**config.mk**
```make
export PLATFORM = sky130hd
export DESIGN_NAME = sd_command_line_engine_core
export DESIGN_NICKNAME = d
export VERILOG_FILES = /design/src/rtl/core/sdcle_pkg.sv /design/src/rtl/core/sd_command_line_engine_core.sv
export SDC_FILE = /design/constraint.sdc
export NUM_CORES = 1
export LEC_CHECK = 0
export ABC_AREA = 1
export ABC_CLOCK_PERIOD_IN_PS = 3000
export BUFFER_PORTS_ARGS = -buffer_cell sky130_fd_sc_hd__buf_4
export CORE_MARGIN = 5
export CORE_UTILIZATION = 53
export CTS_CLUSTER_DIAMETER = 40
export DETAILED_ROUTE_END_ITERATION = 8
export PLACE_DENSITY = 0.77
export SLEW_MARGIN = 15
export SYNTH_ARGS = -nofsm -noshare
export SYNTH_HDL_FRONTEND = slang
export SYNTH_SLANG_ARGS = --single-unit
```
**constraint.sdc**
```tcl
create_clock -name clk -period 3 [get_ports clk]
set_clock_uncertainty 0.2 [all_clocks]
set_input_delay 0 -clock clk [delete_from_list [all_inputs] [get_ports clk]]
set_output_delay 0 -clock clk [all_outputs]
set_load 0.005 [all_outputs]
```
**src/rtl/core/sdcle_pkg.sv**
```systemverilog
// ----------------------------------------------------------------------------
// SD command line engine - package
// Widths, codes and the CRC7 helper shared by the core and its checker.
// ----------------------------------------------------------------------------
`default_nettype none

package sdcle_pkg;

  // response length limit and the counter that holds it
  localparam int MAX_RESPONSE_BYTES = 17;
  localparam int RESP_W = $clog2(MAX_RESPONSE_BYTES + 1);

  // stream widths
  localparam int IN_DATA_W  = 48;
  localparam int OUT_DATA_W = 16;

  // command kind on in_tuser
  localparam logic CMD_START = 1'b0;
  localparam logic CMD_TICK  = 1'b1;

  // status codes
  localparam logic [1:0] STAT_IDLE    = 2'd0;
  localparam logic [1:0] STAT_BUSY    = 2'd1;
  localparam logic [1:0] STAT_OK      = 2'd2;
  localparam logic [1:0] STAT_TIMEOUT = 2'd3;

  // frame geometry
  localparam int HEAD_BITS  = 40;
  localparam int FRAME_BITS = 48;
  localparam logic [1:0] FRAME_PREFIX = 2'b01;   // start bit, transmission bit
  localparam logic [15:0] TIMEOUT_RESET = 16'd1024;

  // CRC7 generator x^7 + x^3 + 1
  localparam logic [6:0] CRC7_POLY = 7'h09;

  typedef logic [HEAD_BITS-1:0][6:0] crc_cols_t;

  // CRC of a single set bit at each head position (CRC is linear, init 0)
  function automatic crc_cols_t crc7_cols_build();
    crc_cols_t  cols;
    logic [6:0] crc;
    logic       fb;
    for (int pos = 0; pos < HEAD_BITS; pos++) begin
      crc = '0;
      for (int i = HEAD_BITS - 1; i >= 0; i--) begin
        fb  = crc[6] ^ (i == pos);
        crc = {crc[5:0], 1'b0};
        if (fb) crc = crc ^ CRC7_POLY;
      end
      cols[pos] = crc;
    end
    return cols;
  endfunction

  localparam crc_cols_t CRC7_COLS = crc7_cols_build();

  // CRC7 of the 40-bit head as an XOR of per-bit columns
  function automatic logic [6:0] crc7_of(logic [HEAD_BITS-1:0] head);
    logic [6:0] crc;
    crc = '0;
    for (int i = 0; i < HEAD_BITS; i++) begin
      if (head[i]) crc = crc ^ CRC7_COLS[i];
    end
    return crc;
  endfunction

endpackage

`default_nettype wire

```
**src/rtl/core/sd_command_line_engine_core.sv**
```systemverilog
// ----------------------------------------------------------------------------
// SD command line engine
// Sends a CRC7-protected 48-bit command on the SD CMD line, waits for the
// response start bit, captures response bytes and adds optional trailer clocks.
// ----------------------------------------------------------------------------
// Channel | Direction | Contents
// in_*    | slave     | tuser: command kind; tdata: index, argument, length,
//         |           | trailer, sampled CMD level (one line clock per tick)
// out_*   | master    | tuser: byte valid; tlast: last byte; tdata: line
//         |           | level, drive enable, response byte, status
// cfg_*   | write     | start-bit timeout in line samples
//
// One transfer in gives one transfer out; a new item is taken every cycle while
// the output register is empty or being drained. Each item is handled in the cycle it is
// accepted and the result lands in the output register, shown in the next cycle.
// in_tready is high while the output register is empty or being drained.
// rst_n is synchronous, active low; it clears all but the output payload, timeout is 1024.
// ----------------------------------------------------------------------------
`default_nettype none

module sd_command_line_engine_core (
  input  wire logic                             clk,
  input  wire logic                             rst_n,
  // configuration
  input  wire logic                             cfg_wr_en,
  input  wire logic [15:0]                      cfg_wr_data,
  // input stream
  input  wire logic                             in_tvalid,
  output logic                                  in_tready,
  // [5:0] cmd_index, [37:6] argument, [42:38] response_bytes, [43] trailer,
  // [44] cmd_line_in, [47:45] zero
  input  wire logic [sdcle_pkg::IN_DATA_W-1:0]  in_tdata,
  // [0] command
  input  wire logic                             in_tuser,
  // result stream
  output logic                                  out_tvalid,
  input  wire logic                             out_tready,
  // [0] cmd_line_out, [1] driving, [9:2] response_byte, [11:10] status,
  // [15:12] zero
  output logic [sdcle_pkg::OUT_DATA_W-1:0]      out_tdata,
  // [0] byte_valid
  output logic                                  out_tuser,
  // last_byte
  output logic                                  out_tlast
);

  import sdcle_pkg::*;

  // phase codes
  localparam logic [2:0] PH_IDLE    = 3'd0;
  localparam logic [2:0] PH_SEND    = 3'd1;
  localparam logic [2:0] PH_WAIT    = 3'd2;
  localparam logic [2:0] PH_RECV    = 3'd3;
  localparam logic [2:0] PH_TRAIL   = 3'd4;
  localparam logic [2:0] PH_OK      = 3'd5;
  localparam logic [2:0] PH_TIMEOUT = 3'd6;

  localparam logic [5:0] FRAME_LEN = 6'(FRAME_BITS);
  localparam logic [5:0] BYTE_LEN  = 6'd8;

  // input field views
  logic [5:0]  in_index;
  logic [31:0] in_arg;
  logic [4:0]  in_resp;
  logic        in_trailer;
  logic        in_sample;

  assign in_index   = in_tdata[5:0];
  assign in_arg     = in_tdata[37:6];
  assign in_resp    = in_tdata[42:38];
  assign in_trailer = in_tdata[43];
  assign in_sample  = in_tdata[44];

  // state
  logic [15:0]           timeout_r;
  logic [2:0]            phase_r,   phase_nxt;
  logic [47:0]           frame_r,   frame_nxt;
  logic [5:0]            bits_r,    bits_nxt;
  logic [15:0]           wait_r,    wait_nxt;
  logic [RESP_W-1:0]     left_r,    left_nxt;
  logic [7:0]            rx_r,      rx_nxt;
  logic                  trail_r,   trail_nxt;

  // output register
  logic                  ovalid_r;
  logic                  line_r,    line_nxt;
  logic                  drv_r,     drv_nxt;
  logic                  bvalid_r,  bvalid_nxt;
  logic [7:0]            rbyte_r,   rbyte_nxt;
  logic                  last_r,    last_nxt;
  logic [1:0]            status_r,  status_nxt;

  logic                  accept;

  // helpers
  logic [HEAD_BITS-1:0]  head;
  logic [RESP_W-1:0]     resp_sat;
  logic [15:0]           limit;
  logic [16:0]           wait_inc;
  logic [5:0]            bits_inc;
  logic [RESP_W-1:0]     left_dec;

  assign in_tready = !ovalid_r || out_tready;
  assign accept    = in_tvalid && in_tready;

  // frame head, saturated length, timeout limit
  assign head     = {FRAME_PREFIX, in_index, in_arg};
  assign resp_sat = (32'(in_resp) > 32'(MAX_RESPONSE_BYTES)) ? RESP_W'(MAX_RESPONSE_BYTES)
                                                             : RESP_W'(in_resp);
  assign limit    = (timeout_r == '0) ? 16'd1 : timeout_r;
  assign wait_inc = {1'b0, wait_r} + 17'd1;
  assign bits_inc = bits_r + 6'd1;
  assign left_dec = (left_r != '0) ? (left_r - RESP_W'(1)) : left_r;

  // next state and result for the item on the input
  always_comb begin
    phase_nxt  = phase_r;
    frame_nxt  = frame_r;
    bits_nxt   = bits_r;
    wait_nxt   = wait_r;
    left_nxt   = left_r;
    rx_nxt     = rx_r;
    trail_nxt  = trail_r;
    line_nxt   = 1'b1;
    drv_nxt    = 1'b0;
    bvalid_nxt = 1'b0;
    rbyte_nxt  = '0;
    last_nxt   = 1'b0;

    if (in_tuser == CMD_START) begin
      if (phase_r inside {PH_IDLE, PH_OK, PH_TIMEOUT}) begin
        frame_nxt = {head, crc7_of(head), 1'b1};
        left_nxt  = resp_sat;
        trail_nxt = in_trailer;
        bits_nxt  = '0;
        wait_nxt  = '0;
        rx_nxt    = '0;
        phase_nxt = PH_SEND;
      end
    end else begin
      case (phase_r)
        PH_SEND: begin
          drv_nxt   = 1'b1;
          line_nxt  = frame_r[47];
          frame_nxt = {frame_r[46:0], 1'b1};
          bits_nxt  = bits_inc;
          if (bits_inc >= FRAME_LEN) begin
            bits_nxt = '0;
            wait_nxt = '0;
            if (left_r == '0) begin
              phase_nxt = trail_r ? PH_TRAIL : PH_OK;
            end else begin
              phase_nxt = PH_WAIT;
            end
          end
        end
        PH_WAIT: begin
          if (!in_sample) begin
            rx_nxt    = '0;
            bits_nxt  = 6'd1;
            phase_nxt = PH_RECV;
          end else begin
            wait_nxt = wait_inc[15:0];
            if (wait_inc >= {1'b0, limit}) phase_nxt = PH_TIMEOUT;
          end
        end
        PH_RECV: begin
          rx_nxt   = {rx_r[6:0], in_sample};
          bits_nxt = bits_inc;
          if (bits_inc >= BYTE_LEN) begin
            bits_nxt   = '0;
            bvalid_nxt = 1'b1;
            rbyte_nxt  = {rx_r[6:0], in_sample};
            left_nxt   = left_dec;
            if (left_dec == '0) begin
              last_nxt  = 1'b1;
              phase_nxt = trail_r ? PH_TRAIL : PH_OK;
            end
          end
        end
        PH_TRAIL: begin
          drv_nxt  = 1'b1;
          bits_nxt = bits_inc;
          if (bits_inc >= BYTE_LEN) begin
            bits_nxt  = '0;
            phase_nxt = PH_OK;
          end
        end
        default: begin
        end
      endcase
    end

    // status reflects the phase after this item
    case (phase_nxt)
      PH_IDLE:    status_nxt = STAT_IDLE;
      PH_OK:      status_nxt = STAT_OK;
      PH_TIMEOUT: status_nxt = STAT_TIMEOUT;
      default:    status_nxt = STAT_BUSY;
    endcase
  end

  // configuration register
  always_ff @(posedge clk) begin
    if (!rst_n) begin
      timeout_r <= TIMEOUT_RESET;
    end else if (cfg_wr_en) begin
      timeout_r <= cfg_wr_data;
    end
  end

  // engine state, advanced once per accepted transfer
  always_ff @(posedge clk) begin
    if (!rst_n) begin
      phase_r <= PH_IDLE;
      frame_r <= '1;
      bits_r  <= '0;
      wait_r  <= '0;
      left_r  <= '0;
      rx_r    <= '0;
      trail_r <= 1'b0;
    end else if (accept) begin
      phase_r <= phase_nxt;
      frame_r <= frame_nxt;
      bits_r  <= bits_nxt;
      wait_r  <= wait_nxt;
      left_r  <= left_nxt;
      rx_r    <= rx_nxt;
      trail_r <= trail_nxt;
    end
  end

  // output valid
  always_ff @(posedge clk) begin
    if (!rst_n) begin
      ovalid_r <= 1'b0;
    end else if (accept) begin
      ovalid_r <= 1'b1;
    end else if (out_tready) begin
      ovalid_r <= 1'b0;
    end
  end

  // output payload
  always_ff @(posedge clk) begin
    if (accept) begin
      line_r   <= line_nxt;
      drv_r    <= drv_nxt;
      bvalid_r <= bvalid_nxt;
      rbyte_r  <= rbyte_nxt;
      last_r   <= last_nxt;
      status_r <= status_nxt;
    end
  end

  assign out_tvalid = ovalid_r;
  assign out_tdata  = {4'b0000, status_r, rbyte_r, drv_r, line_r};
  assign out_tuser  = bvalid_r;
  assign out_tlast  = last_r;

endmodule

`default_nettype wire

```
Yosys cells after proc, flatten, opt, wreduce, memory -nomap -nowiden

Index checks and enable logic that the tools add are counted.

Reduce and logical (&&, ||, !) cells: 23
$add $sub $neg: 3
Multiplexer cells: 156
Bitwise gates (word level): 39
Equal/unequal tests: 17
Order comparisons: 4

Operators by type and width:

| kind                    | count |
|---|---|
| $mux W7                 | 96 |
| $mux W48                | 3 |
| $mux W6                 | 16 |
| $mux W16                | 5 |
| $mux W5                 | 11 |
| $not A4 Y4              | 12 |
| $not A3 Y3              | 12 |
| $pmux W16 S2            | 1 |
| $mux W3                 | 10 |
| $not A2 Y2              | 10 |
| $not A5 Y5              | 4 |
| $pmux W6 S3             | 1 |
| $add A16 B1 Y17 const B | 1 |
| $ge A17 B16 Y1          | 1 |
| $logic_not A16 Y1       | 1 |
| $eq A3 B3 Y1 const B    | 5 |
| $pmux W7 S2             | 1 |
| $mux W4                 | 3 |
| $pmux W3 S4             | 1 |
| $reduce_and A4 Y1       | 3 |
| $logic_not A5 Y1        | 2 |
| $ne A3 B3 Y1 const B    | 3 |
| $reduce_and A3 Y1       | 3 |
| $add A6 B1 Y6 const B   | 1 |
| 23 further kinds        | 36 |

Input bits: 70
Register bits after elaboration: 117
Logic and storage cells: 257

Logic depth before layout (Yosys ltp)

Gate-level depths: netlist of the first run.

Depth after elaboration: 155
Mapped depth: 22
Gate-level depth less buffers: 22

Least setup slack after synthesis of the first run

OpenSTA, ideal clock, no wires.

Kind: flip-flop to flip-flop
Start point: register wait_r[0]
End point: register status_r[0], data pin
Path slack: 223 ps
Buffers on the path: 0
Arrival: 2313 ps
Stages on the path, launching flop included: 23
Clock period less this slack: 2777 ps
Cell sequence: dfxtp_1 -> nand3_1 -> nor2_2 -> nand2_2 -> inv_2 -> nand3_2 -> nor2_2 -> nand2_1 -> nor2_4 -> nand3_2 -> xnor2_2 -> ha_1 -> inv_1 -> o211ai_1 -> inv_1 -> nand2_1 -> nor2_1 -> nand3_1 -> nand2_1 -> nand3_1 -> nand2_1 -> nand2_1 -> nand3_1

Word-level cells in the longest chain between the ends: 8
Elaborated cells on any way between the ends: 10
Those cells by class: 1 x add/sub; 1 x order compare; 2 x eq/ne; 5 x mux; 1 x reduce/logical

RTL lines:

| item                                             | line                               | RTL |
|---|---|---|
| start, declared                                  | sd_command_line_engine_core.sv:79  | `logic [15:0] wait_r, wait_nxt;` |
| start signal, assigned                           | sd_command_line_engine_core.sv:226 | `wait_r <= wait_nxt;` |
| $add A16 B1 Y17 (*)                              | sd_command_line_engine_core.sv:111 | `assign wait_inc = {1'b0, wait_r} + 17'd1;` |
| $ge A17 B16 Y1 (*)                               | sd_command_line_engine_core.sv:164 | `if (wait_inc >= {1'b0, limit}) phase_nxt = PH_TIMEOUT;` |
| $mux W3 (*)                                      | sd_command_line_engine_core.sv:164 |  |
| $mux W3 (*)                                      | sd_command_line_engine_core.sv:158 | `if (!in_sample) begin` |
| $pmux W3 S4 (*)                                  | sd_command_line_engine_core.sv:141 | `case (phase_r)` |
| $mux W3 (*)                                      | sd_command_line_engine_core.sv:130 | `if (in_tuser == CMD_START) begin` |
| $eq A3 B3 Y1 or $logic_not A3 Y1 (tied branches) | sd_command_line_engine_core.sv:195 | `case (phase_nxt)` |
| $pmux W2 S3 (*)                                  | sd_command_line_engine_core.sv:195 |  |
| via status_nxt[0]                                | sd_command_line_engine_core.sv:91  | `logic [1:0] status_r, status_nxt;` |
| end signal, assigned                             | sd_command_line_engine_core.sv:252 | `status_r <= status_nxt;` |
| end, declared                                    | sd_command_line_engine_core.sv:91  |  |

The timed path passes the listed nets; every way through them passes the cells marked *.
A chain may end at the register's enable or synchronous reset.

Worst setup path in the final report of the first run

Ends and elaborated chain as after synthesis.

==> results of run 1 <==
[metrics by stage]
step | instance area (µm²) | hold WS (ps)
after floorplan | 7170 | -98.4
after global placement | 7840 | 29.4
after detailed placement | 7840 | 30.5
after CTS | 9380 | 137
after global routing | 9550 | 208
final | 9550 | 183
[how the worst max path moves through the flow]
stage,endpoint,cells after the start
floorplan,status_r[0],22
global placement,status_r[0],22
detailed placement,status_r[0],19
CTS,status_r[0],20
global route,status_r[0],19
finish,status_r[0],19
[placed cells by master, fill, tap and decap left out, types with 3 or more instances in the layout]
master / count
nor2_1: 110
dfxtp_1: 98
xor2_1: 46
nand3_1: 35
clkinvlp_4: 3
inv_2: 14
ha_4: 3
nor4_1: 4
ha_1: 16
buf_4: 102
nand2_1: 178
nand3_2: 9
conb_1: 4
o21ai_0: 47
o211ai_1: 11
a21oi_1: 74
dlygate4sd3_1: 89
clkbuf_16: 18
xnor2_2: 3
nand4_1: 11
nor3_1: 6
nor2_2: 9
a211oi_1: 6
o311ai_0: 27
clkinv_2: 3
nor2_4: 6
nand2_4: 3
edfxtp_1: 14
nand2_2: 9
xnor2_1: 63
inv_1: 89
clkinv_4: 3
[per-layer routing]
layer,global-route usage,up-vias,share of wire
met5,0,-,0
met4,0.144,0,0.045
met3,0.0627,89,0.062
met2,0.450,319,0.50
met1,0.293,3378,0.39
li1,-,3513,-
[cell families after synthesis]
kind of cell             Yosys count
AND/OR/NAND/NOR                  389
XOR/XNOR                         112
flip-flops                       116
adder cells (fa/ha/maj)           19
buffers and inverters            156
other                              1
AO/OA/AOI/OAI                    180
[cell type report]
type,count,area (µm²),area share
flip-flops and latches,116,2470,0.259
clock buffers,21,472,0.0494
diodes,1,2.50,0.000262
multi-input cells,704,4180,0.438
repair buffers,192,1680,0.176
well taps,176,220,0.0231
inverters,105,395,0.0414
clock inverters,11,125,0.0131
[repair_timing]
action                     4_1_cts  5_1_grt
pin swaps                        6       21
setup endpoints to repair        2        3
setup buffers                    3        4
gates resized for setup          9       30
hold buffers                    89        0
hold endpoints to repair        73        0
[power by group]
group / total [mW] / switching, mW / internal, mW
combinational: 1.19 / 0.677 / 0.509
sequential: 1.76 / 0.0689 / 1.69
clock: 2.05 / 0.761 / 1.29
total: 5.00 / 1.51 / 3.49
[flip-flops by register name (all words and copies together) (netlist names), 2 cells and up]
signal     cells
frame_r       47
rx_r           7
status_r       2
left_r         5
bits_r         6
rbyte_r        8
phase_r        3
timeout_r     16
wait_r        16
[worst register-to-register path, cell delays in order, from the launching register on]
cell	delay, ps
dfxtp_4	370
ha_4	150
nand2_4	60
nor2_4	110
nand4_1	150
nor2_2	180
xor2_1	180
inv_1	110
ha_4	290
nand2_4	50
nor3_2	150
nand4_1	170
nor2_2	170
nor2_2	50
nand3_2	100
nand2_2	60
nand3_2	80
nand2_2	80
nand2_2	70
nand3_2	70
==> key figures, run 1 <==
Global route
  – Grt total ovfl: 0
  – Pin count of the biggest net entering global routing: 91
  – First-pass GRT wire length: ~34 mm
  – Antenna violations before repair: 1
  – Tot GR Track Use: 0.260
  – Vias in the first global route: roughly 7200

Layout
  – Area Overhead vs Synth: 33.3%
  – Fin util: 0.721
  – Fillers: 950
  – Layout net count: around 1200
  – Share of post-route cells with drive strength above 1: 0.178
  – Fin cells: 1326

Logic synthesis
  – Post-synth top area cell: dfxtp_1
  – Synth unique cells: 48
  – Synth top area cells: dfxtp_1 29%, nand2_1 9.7%, xnor2_1 8.0%
  – Post-Synth XOR/XNOR Area: 0.138
  – Post-synth top flop: dfxtp_1
  – Largest family of logic cells by synthesized area: simple AND/OR/NAND/NOR gates
  – Mapped Area: 0.00716 mm²
  – FF+latch count, synth: between 100 and 150
  – Post-synthesis mux area share: 0
  – Commonest cells post-synth: 185 x nand2_1, 116 x nor2_1, 102 x dfxtp_1, 90 x inv_1, 74 x a21oi_1
  – Sequential share of the synthesized area: 0.344
  – Cell count after synthesis: 973
  – Async S/R FF share, synth: 0
  – Synthesis Warnings: 0
  – Count leader, synth: nand2_1
  – Compound-Gate Fraction of Synth Area: 0.154
  – Avg Inst Size Synth: 7.36 µm²
  – Simple logic cell fraction of the synthesized area: 0.235
  – Post-synthesis adder-cell area fraction: 0.0332
  – Post-synth EDFFs: 14
  – Share of the synthesized area in the top cell type: 0.285

Run status
  – Failing checks: setup timing
  – Outcome: complete, but fails checks

Clock tree
  – Skew-Pair Late Insertion Delay: 430 ps
  – Clk root buf: clkbuf_16
  – Clock sinks: 116
  – CTS tree: done
  – Clock buffer depth: 2
  – CTS buffer count: 17
  – Clock transition at path regs: 60 ps
  – H-tree Lvls: 4

Placement
  – Port Buffers: 82
  – DPL Wire Length: 12.2 mm
  – Placed Cells: ~1200
  – Pre-CTS WS: -106 ps
  – GP Congestion: between 0.8 and 0.9

Route
  – Drt via density: 5.50
  – DRC violations left: 0
  – Final wirelength: around 21 mm
  – TritonRoute pass-1 iters: 5
  – Antenna viol nets, final: 0
  – Initial drt markers: 498
  – WL per Instance: 16.0 µm
  – Vias: 7299

Worst setup path
  – Reg2reg end: status_r[0]
  – CP peak stage delay: 370 ps
  – Crit Path Max Fanout: 3
  – CP Launch Point: wait_r[0]
  – Type of origin of the critical path: flip-flop
  – Worst Path Arrival: 3060 ps
  – Reg2reg path depth: 19
  – Crit path required time: 2960 ps
  – Slowest CP cell: dfxtp_4
  – Worst-path cell chain: ha_4, nand2_4, nor2_4, nand4_1, nor2_2, xor2_1, inv_1, ha_4, nand2_4, nor3_2, nand4_1, nor2_2, nor2_2, nand3_2, nand2_2, nand3_2, nand2_2, nand2_2, nand3_2
  – Setup Crit Path Kind: flip-flop to flip-flop
  – Family with the most delay on the worst path: simple AND/OR/NAND/NOR gates
  – WP buf/inv: 1
  – Endpoint class of the critical path: flip-flop
  – Setup slack, reg-to-reg: -90 ps
  – FF-to-FF Start: wait_r[0]

Die
  – Die Ht: 126 µm
  – Die Area: 0.0159 mm²
  – I/O pin count: 90
  – Core ar.: 0.0132 mm²
  – # rows: 42
  – Die X: 126 µm
  – Initial Utilization: 0.541

STA
  – Setup TNS: -93.6 ps
  – Highest clock rate: 0.323 GHz
  – RSZ-0062 raised after global routing: true
  – Final Setup Violations: 1
  – Slew Limit Headroom: 0.503
  – Fin. Hold Viols: 0
  – Tcrit/Tclk final: 1.03
  – PnR worst setup slack: -93.6 ps
  – Actual slew at the worst max-slew pin: 744 ps
  – Fin crit period: 3090 ps
  – Slew Limit Fails: 0

Run
  – Max-cap violations: 0

Worst hold path
  – Hold-critical path depth: 4
  – Hold crit path type: input pin to flip-flop
  – Worst hold endpoint: timeout_r[10]
  – Worst hold start: cfg_wr_data[10]

Pwr
  – Worst vdd ir: 333 µV
  – Leakage Power: about 4.3 nW
  – Final Power: 5.00 mW
  – Pwr dens: 523 mW/mm²
Note: power is estimated with default switching activity, not from simulation.
==> run 2: changes to the inputs <==
--- a/config.mk
+++ b/config.mk
@@ -5,7 +5,7 @@
 export SDC_FILE = /design/constraint.sdc
 export NUM_CORES = 1
 export LEC_CHECK = 0
-export ABC_AREA = 1
+export ABC_AREA = 0
 export ABC_CLOCK_PERIOD_IN_PS = 3000
 export BUFFER_PORTS_ARGS = -buffer_cell sky130_fd_sc_hd__buf_4
 export CORE_MARGIN = 5
==> run 2 against run 1 <==
The run still ends with setup timing left; die area barely moved; combinational power fell by 19%; hold slack lost 150 ps; setup slack worse by 190 ps; maximum frequency is 5.6% lower; critical path type unchanged; critical endpoint unchanged; largest cell class unchanged.
==> key figures, run 2 <==
Run status
  – Outcome: complete, but fails checks
  – Failing checks: setup timing

Logic synthesis
  – Mapped Area: 0.00715 mm²
  – Avg Inst Size Synth: between 9 and 10 µm²
  – Synth top area cells: dfxtp_1 29%, xnor2_1 8.4%, mux2i_1 8.3%
  – Post-synth top area cell: dfxtp_1
  – Synth unique cells: 81
  – Commonest cells post-synth: 102 x dfxtp_1, 80 x nand2_1, 69 x xnor2_1, 59 x mux2i_1, 44 x o211ai_1
  – Count leader, synth: dfxtp_1
  – FF+latch count, synth: about 120
  – Async S/R FF share, synth: 0
  – Synthesis Warnings: 0
  – Sequential share of the synthesized area: 0.344
  – Share of the synthesized area in the top cell type: 0.286
  – Post-synth top flop: dfxtp_1
  – Post-synth EDFFs: 14
  – Cell count after synthesis: 790

STA
  – RSZ-0062 raised after global routing: true
  – Slew Limit Headroom: 0.338
  – Final Setup Violations: 3
  – Highest clock rate: 0.305 GHz
  – Fin crit period: 3280 ps
  – Slew Limit Fails: 0
  – Fin. Hold Viols: 0
  – Actual slew at the worst max-slew pin: 993 ps
  – Hold WS: roughly 35 ps
  – Setup TNS: -692 ps
  – PnR worst setup slack: -279 ps
  – Tcrit/Tclk final: 1.09

Global route
  – Tot GR Track Use: 0.253
  – Pin count of the biggest net entering global routing: 104
  – First-pass GRT wire length: 33.1 mm
  – Antenna violations before repair: 0
  – Grt total ovfl: 0
  – Vias in the first global route: between 6000 and 7000

Die
  – Die X: 126 µm
  – Die Area: 0.0159 mm²
  – Core ar.: approximately 0.013 mm²
  – # rows: 42
  – Die Ht: 126 µm
  – Initial Utilization: 0.540
  – I/O pin count: 90

Placement
  – GP Congestion: 0.916
  – Port Buffers: 82
  – Pre-CTS WS: -196 ps
  – DPL Wire Length: 12.2 mm

Route
  – DRC violations left: 0
  – Antenna viol nets, final: 0
  – Final wirelength: 19.9 mm
  – Drt via density: approximately 5.7
  – Initial drt markers: 642
  – Vias: ~6500
  – TritonRoute pass-1 iters: 5
  – WL per Instance: 17.4 µm

Pwr
  – Pwr dens: 490 mW/mm²
  – Leakage Power: 4.01 nW
  – Worst vdd ir: 401 µV

Layout
  – Most common cell after layout, fill and taps aside: buf_4
  – Layout net count: 1044
  – Fin util: 0.714
  – Most flop-heavy register: frame_r
  – Share of post-route cells with drive strength above 1: 0.194
  – Area Overhead vs Synth: 32.3%
  – Most frequent cells in the layout: 113 x buf_4, 97 x dfxtp_1, 86 x dlygate4sd3_1
  – Largest register FFs: 47
  – Regs by FF count: frame_r x47, timeout_r x16, wait_r x16
  – Diodes inserted: 0

Worst setup path
  – WP buf/inv: 1
  – Endpoint class of the critical path: flip-flop
  – Setup Crit Path Kind: flip-flop to flip-flop
  – Family with the most delay on the worst path: simple AND/OR/NAND/NOR gates
  – Setup slack, reg-to-reg: -280 ps
  – Reg2reg end: status_r[0]
  – Crit path required time: 2970 ps
  – Slowest CP cell: nor4_2
  – Worst-path cell chain: ha_4, nand3_4, buf_4, nor2_4, nand2_1, xnor2_1, ha_1, a21oi_1, a211oi_2, nor4_2, o311ai_2, xnor2_1, nand2_1
  – CP peak stage delay: ~450 ps
  – CP Launch Point: wait_r[0]
  – Worst path depth: 13
  – Worst Path Arrival: between 3000 and 4000 ps
  – Reg2reg path depth: 13
  – FF-to-FF Start: wait_r[0]
  – Type of origin of the critical path: flip-flop
  – Crit Path Max Fanout: 5
  – Critical Path End: status_r[0]

Clock tree
  – Skew-Pair Late Insertion Delay: 420 ps
  – CTS buffer count: 17
  – Clock buffer depth: 2
  – Clock transition at path regs: about 60 ps
  – Clock sinks: 116
  – CTS tree: done
  – H-tree Lvls: 4
  – Clk root buf: clkbuf_16

Worst hold path
  – Hold crit path type: input pin to flip-flop

Run
  – Max-cap violations: 0
==> run 2: worst min path at each step <==
stage	cells past startpoint	start	to	slack, ps
floorplan	1	out_tready	in_tready	-80
finish	4	out_tready	line_r	30
global placement	3	cfg_wr_data[10]	timeout_r[10]	30
CTS	4	out_tready	line_r	20
global route	4	out_tready	line_r	70
detailed placement	3	cfg_wr_data[10]	timeout_r[10]	50
==> run 2: area by class of cell <==
cell class / instances / area [µm²]
flip-flops and latches: 116 / 2480
inverters: 26 / 111
clock inverters: 13 / 136
fillers: 924 / 3780
clock buffers: 19 / 433
multi-input cells: 594 / 4360
repair buffers: 200 / 1730
well taps: 176 / 220
==> run 2: tightest hold or removal path, cell delays in order <==
cell and delay (ps):
buf_4 70, nand2b_1 140, nand2_1 90, clkinv_1 190
==> run 2: what timing repair did <==
item | 4_1_cts | 5_1_grt
gates resized for setup | 4 | 2
pin swaps | 0 | 2
setup buffers | 0 | 2
endpoints found under the setup margin | 3 | 3
hold buffers | 86 | 0
hold endpoints to repair | 74 | 0
==> run 2: layer usage <==
metal / vias up / part of all wire / GRT usage
li1: 3126 / - / -
met1: 3046 / 0.40 / 0.287
met2: 240 / 0.51 / 0.437
met3: 81 / 0.054 / 0.0660
met4: 0 / 0.041 / 0.132
met5: - / 0 / 0
==> run 2: logic make-up (layout without fill, tap and decap cells) <==
logic type      Yosys count  count (layout)  synth area share
simple gates            250             250             0.188
compound gates          169             169             0.172
flops                   116             116             0.344
xor+xnor                 93              93             0.121
buf+inv                  83             258            0.0586
mux                      59              59            0.0826
fa+ha+maj                19              19            0.0332
other cells               1               4          0.000524
==> run 2: through the flow <==
stage	std cells	instance area [µm²]	power, mW
6_report	1144	9460	4.64
5_1_grt	1144	9460	4.84
3_5_place_dp	1024	7990	2.59
2_1_floorplan	793	7230	2.37
4_1_cts	1142	9440	4.64
3_3_place_gp	1024	7990	2.56
==> run 2: where the power goes <==
group	switching, mW	internal [mW]	leakage [nW]	total (mW)
registers	0.0634	1.66	0.977	1.72
clock network	0.742	1.21	0.259	1.95
logic	0.459	0.501	2.77	0.960
total	1.26	3.37	4.01	4.64
